## src/rtl/fwht_pkg.sv

```systemverilog
// Shared types and constants for the four-way hash table.
`default_nettype none
package fwht_pkg;
  localparam logic [1:0] CMD_PROBE = 2'd0;
  localparam logic [1:0] CMD_STORE = 2'd1;
  localparam logic [1:0] CMD_NEWSRCH = 2'd2;
  localparam logic [1:0] CMD_UNUSED = 2'd3;
  localparam int WAYS = 4;
  localparam logic signed [15:0] SCORE_MAX = 16'sd32000;
  localparam logic signed [15:0] SCORE_MIN = -16'sd32000;
  localparam logic signed [7:0] DEPTH_MAX = 8'sd125;
  localparam logic signed [7:0] DEPTH_MIN = -8'sd1;

  typedef struct packed {
    logic [1:0] cmd;
    logic [63:0] key;
    logic [7:0] depth;
    logic [15:0] score;
    logic [15:0] eval;
    logic [1:0] bound_flag;
    logic [20:0] best_move;
  } item_t;

  typedef struct packed {
    logic hit;
    logic [20:0] found_move;
    logic [15:0] found_score;
    logic [15:0] found_eval;
    logic [7:0] found_depth;
    logic [1:0] found_flag;
    logic written;
  } result_t;
endpackage
`default_nettype wire

```

## src/rtl/fwht_front.sv

```systemverilog
// Input stage and two-entry queue that decouples acceptance from execution.
`default_nettype none
module fwht_front (
  input wire logic clk,
  input wire logic rst_n,
  input wire logic in_valid,
  output logic in_ready,
  input wire fwht_pkg::item_t in_item,
  output logic q_valid,
  input wire logic q_take,
  output fwht_pkg::item_t q_item
);
  fwht_pkg::item_t buf_r [2];
  logic rd_ptr_r, wr_ptr_r;
  logic [1:0] cnt_r;
  logic push, pop;

  assign in_ready = (cnt_r != 2'd2);
  assign push = in_valid && in_ready;
  assign q_valid = (cnt_r != 2'd0);
  assign pop = q_valid && q_take;
  assign q_item = buf_r[rd_ptr_r];

  always_ff @(posedge clk) begin
    if (push) begin
      buf_r[wr_ptr_r] <= in_item;
    end
    if (!rst_n) begin
      rd_ptr_r <= 1'b0;
      wr_ptr_r <= 1'b0;
      cnt_r <= 2'd0;
    end else begin
      if (push) wr_ptr_r <= ~wr_ptr_r;
      if (pop) rd_ptr_r <= ~rd_ptr_r;
      cnt_r <= cnt_r + {1'b0, push} - {1'b0, pop};
    end
  end
endmodule
`default_nettype wire

```

## config.mk

```make
export PLATFORM = sky130hd
export DESIGN_NAME = fwht_front
export DESIGN_NICKNAME = d
export VERILOG_FILES = /design/src/rtl/fwht_pkg.sv /design/src/rtl/fwht_front.sv
export SDC_FILE = /design/constraint.sdc
export NUM_CORES = 1
export LEC_CHECK = 0
export ABC_AREA = 1
export BUFFER_PORTS_ARGS = -buffer_cell sky130_fd_sc_hd__buf_2
export CORE_MARGIN = 3
export CORE_UTILIZATION = 54
export CTS_BUF_LIST = sky130_fd_sc_hd__clkbuf_4
export CTS_CLUSTER_DIAMETER = 150
export DETAILED_ROUTE_END_ITERATION = 8
export GPL_ROUTABILITY_DRIVEN = 0
export PLACE_DENSITY = 0.87
export SYNTH_ARGS = -nofsm -noshare
export SYNTH_HDL_FRONTEND = slang
export SYNTH_SLANG_ARGS = --single-unit
```

## constraint.sdc

```tcl
create_clock -name clk -period 7.85 [get_ports clk]
set_clock_uncertainty 0.15 [all_clocks]
set_input_delay 0.3925 -clock clk [delete_from_list [all_inputs] [get_ports clk]]
set_output_delay 0.3925 -clock clk [all_outputs]
set_load 0.02 [all_outputs]
```

======== Word-level counts from Yosys, hierarchy flattened ========
Memories as Yosys holds them, arrays and structs flattened. A register that Yosys moved wholly into a read port is not among the register bits.
Cells that the tools add are included.
cells by class
  reductions and logical operators ........ 3
  bitwise logic cells ..................... 2
  equal/unequal tests ..................... 1
  add/sub/neg operators ................... 2
  mux-type cells .......................... 4
operators by type and width
  operator                                      number
  1-bit 2-to-1 mux                              4
  2-bit by 1-bit adder with 2-bit output        1
  1-bit logical AND                             2
  2-bit inequality test, second input constant  1
  1-bit NOT                                     2
  2-bit nonzero test                            1
  2-bit by 1-bit subtractor with 2-bit output   1
storage, ports and cells
  register bits after elaboration ......... 4
  memories ................................ 1
  RAM bits ................................ 258
  input bits .............................. 133
  output and inout port bits .............. 131
  word-level logic and storage cells ...... 16
memory list
  name   words  bits a word  read ports  clocked after memory_dff  write ports  line              source
  buf_r  2      129          1           1                         1            fwht_front.sv:13  fwht_pkg::item_t buf_r [2];

======== Depth between registers and ports, before layout ========
  depth after elaboration ................. 4
  mapped depth ............................ 11
  mapped depth without buffers ............ 11

======== Worst setup path after synthesis ========
OpenSTA, ideal clock, no wires.
  kind .................................... register to register
  from .................................... reg cnt_r[0]
  to ...................................... mem buf_r[0][0] (netlist name) (enable)
  buffers on the path ..................... 0
  cell stages (with the launch flop) ...... 5
  data required time ...................... 7081 ps
  slack ................................... 1013 ps
  period minus slack after synthesis ...... 6837 ps
  setup time .............................. 619 ps
  arrival time ............................ 6068 ps
  path through ............................ dfxtp_1 inv_1 nand2_1 nand2_1 nor2_1
on the way
  cells in the longest elaborated chain, start to end .. 4
ends and longest elaborated chain
  item                                    line              source
  from (decl)                             fwht_front.sv:15  logic [1:0] cnt_r;
  from (signal assigned)                  fwht_front.sv:35  cnt_r <= cnt_r + {1'b0, push} - {1'b0, pop};
  2-bit inequality test                   fwht_front.sv:18  assign in_ready = (cnt_r != 2'd2);
  net in_ready                            fwht_front.sv:7   output logic in_ready,
  1-bit logical AND                       fwht_front.sv:19  assign push = in_valid && in_ready;
  1-bit 2-to-1 mux                        fwht_front.sv:25  if (push) begin
  1-bit 2-to-1 mux (not written as such)  fwht_front.sv:26  buf_r[wr_ptr_r] <= in_item;
  to (decl)                               fwht_front.sv:13
The timed path passes the listed nets, and every way through them passes these cells.

==> results.py <==
metrics = {
    "status": {
        "outcome": "complete, no violations",
    },
    "clock_tree": {
        "worst_skew_pair.late_latency_ns": 0.66,
        "clock-sinks": 263,
        "cts_buffer_depth": 3,
        "hold_buffers": 132,
        "cts_buffers": 61,
        "post_cts_buffers": 0,
        "path_clk_slew_ns": 0.07,
        "cts_resized": 0,
        "root_buffer": "clkbuf_4",
        "cts_tree": "done",
        "h-tree-depth": 2,
    },
    "placed_design": {
        "io_buffers": 263,
        "dpl.cell_count": 915,
        "post-dp-hpwl_um": 12000,
    },
    "route": {
        "post_drt_wl_per_cell_um": 18.4,
        "viasPerCell": 5.00,
        "drtPass1Iterations": 4,
        "drt_iter0_markers": 288,
        "ant_nets": 0,
        "post-route-drc-count": 0,
        "vias": 5803,
        "wl_um": 21300,
    },
    "finish": {
        "fill_cells": 932,
        "layout.nets": 1020,
        "stdcell_count": 1160,
        "layout-drive-gt1-share_pct": 53.0,
        "mostFrequentLayoutCells": "buf_2, edfxtp_1, dlygate4sd3_1",
        "final_common_cell": "buf_2",
        "syn_to_final_growth_pct": 37.4,
    },
    "grt": {
        "grt_usage_pct": 21.8,
        "use_met1_pct": 25.3,
        "grt_pass1_vias": 6503,
        "grt_start_max_net_pins": 81,
        "gr-usage-met2_pct": 38.7,
        "busiest_layer": "met2",
        "met3_usage_pct": 6.36,
        "grt_overflow": 0,
        "grt_pass1_wl_um": 33200,
        "antenna_found_initial": 2,
    },
    "worst_hold_path": {
        "hp-class": "in2reg",
        "worstHoldStart": "in_item[16]",
        "worstHoldPathCells": 2,
        "min_to": "buf_r[0][16]$_DFFE_PP_",
    },
    "sta": {
        "layout_min_cycle_time_ns": 3.60,
        "final_hold_viol_count": 0,
        "fmax_mhz": 278,
        "tightest_slew_ns": 1.09,
        "final.setup.tns_ns": 0,
        "rsz0062_at_grt": "no",
        "layout_worst_path_cycle_share_pct": 45.8,
        "setup_violations": 0,
        "slew_viol_final": 0,
        "slew_headroom_pct": 27.4,
    },
    "worst_setup_path": {
        "reg2reg_slack_ns": 4.49,
        "critPathMaxFanout": 70,
        "timing.rr.end": "buf_r[0][115]$_DFFE_PP_",
        "timing.rr.start": "cnt_r[0]$_SDFF_PN0_",
        "critPathLaunchType": "register",
        "path_class": "reg2out",
        "cp.arrival_ns": 3.05,
        "worstSetupEndpointType": "output port",
        "cp_data_required_time_ns": 7.31,
        "reg2reg_depth": 6,
    },
    "synth": {
        "synth_warnings": 0,
        "ys_ff_latch": 263,
        "synthTopCellsByArea": "edfxtp_1, mux2_2, buf_6",
        "syn-instance-count": 437,
        "yosysTopAreaCellShare_pct": 80.8,
        "yosysUniqueCellTypes": 11,
        "syn_avg_cell_area_sq_um": 21.9,
        "yosysTopAreaCell": "edfxtp_1",
        "synth.yosys.seq_area_share_pct": 81.8,
        "syn-num-nets": 572,
        "syn_area_sq_um": 9590,
    },
    "pwr": {
        "leakage_nw": 5.09,
        "ir_worst_vdd_v": 0.000204,
        "power_density_nw_per_um2": 299,
    },
    "die": {
        "num_rows": 48,
        "coreArea_sq_um": 17400,
        "design.die.area_sq_um": 19400,
        "die_w_um": 139,
        "initial_core_util_pct": 55.3,
        "ios": 264,
        "die-height_um": 139,
    },
    "run": {
        "maxCapViolations": 0,
    },
}
==> worst max-delay path by stage <==
stage | start | end | slack [ns] | depth (start not counted)
global route | register | q_item[64] | 4.04 | 3
global placement | cnt_r[0]$_SDFF_PN0_ | buf_r[0][63]$_DFFE_PP_ | 4.60 | 6
detailed placement | cnt_r[0]$_SDFF_PN0_ | buf_r[0][20]$_DFFE_PP_ | 4.48 | 6
floorplan | cnt_r[0]$_SDFF_PN0_ | buf_r[0][0]$_DFFE_PP_ | 1.01 | 4
CTS | register | q_item[64] | 4.22 | 3
finish | register | q_item[113] | 4.25 | 3
==> routing by layer <==
| layer | part of all wire, % | vias to the layer above |
|---|---|---|
| met5 | 0.061 | - |
| met4 | 2.4 | 2 |
| met3 | 7.4 | 49 |
| met2 | 53 | 286 |
| met1 | 37 | 2797 |
| li1 | - | 2669 |
==> report_power, final <==
group	internal (mW)	switching (mW)
clock	0.540	0.499
sequential	1.78	0.0829
combinational	0.418	0.623
total	2.74	1.21
==> metrics by stage <==
step | cell area (sq um) | util, % | setup slack [ns] | total power [mW] | hold WS (ns)
after CTS | 13200 | 75.9 | 4.22 | 3.95 | 0.237
after detailed placement | 11100 | 63.8 | 4.48 | 2.86 | 0.397
after global routing | 13200 | 75.9 | 4.04 | 4.13 | 0.254
after global placement | 11100 | 63.8 | 4.60 | 2.82 | 0.331
after floorplan | 9590 | - | 1.01 | 2.59 | 0.317
final | 13200 | 75.9 | 4.25 | 3.94 | 0.298
==> area by class of cell <==
cell class	instances	area, sq um	area share (%)
sequential	263	7850	59.6
timing repair buffer	399	2670	20.2
multi-input combinational	153	1570	11.9
clock buffer	93	698	5.30
tap	225	282	2.14
clock inverter	19	72.6	0.551
inverter	7	28.8	0.218
antenna	1	2.50	0.0190
==> critical path: stages, from the launching register on <==
cell,delay [ns]
dfxtp_4,0.87
buf_4,0.82
mux2_2,0.45
buf_2,0.17
==> flip-flops by register name, summed over array words and instances (netlist names), named ones only <==
signal    count
cnt_r         2
wr_ptr_r      1
buf_r       258
rd_ptr_r      1
==> synth_stat cells, drive strengths merged <==
library cell  count
ha                2
edfxtp          258
nand3             3
a21oi             2
buf              14
dfxtp             5
inv               7
nand2             9
mux2            129
nor2              8
==> cell families (layout without fill, tap and decap cells) <==
group | after synthesis | in the layout | synth area share (%)
fa+ha+maj | 2 | 2 | 0.261
flops | 263 | 263 | 81.8
compound gates | 2 | 2 | 0.104
other cells | 0 | 1 | 0
mux | 129 | 129 | 15.1
buf+inv | 21 | 518 | 1.85
simple gates | 20 | 20 | 0.822
Power figures use the tool's default switching activity.
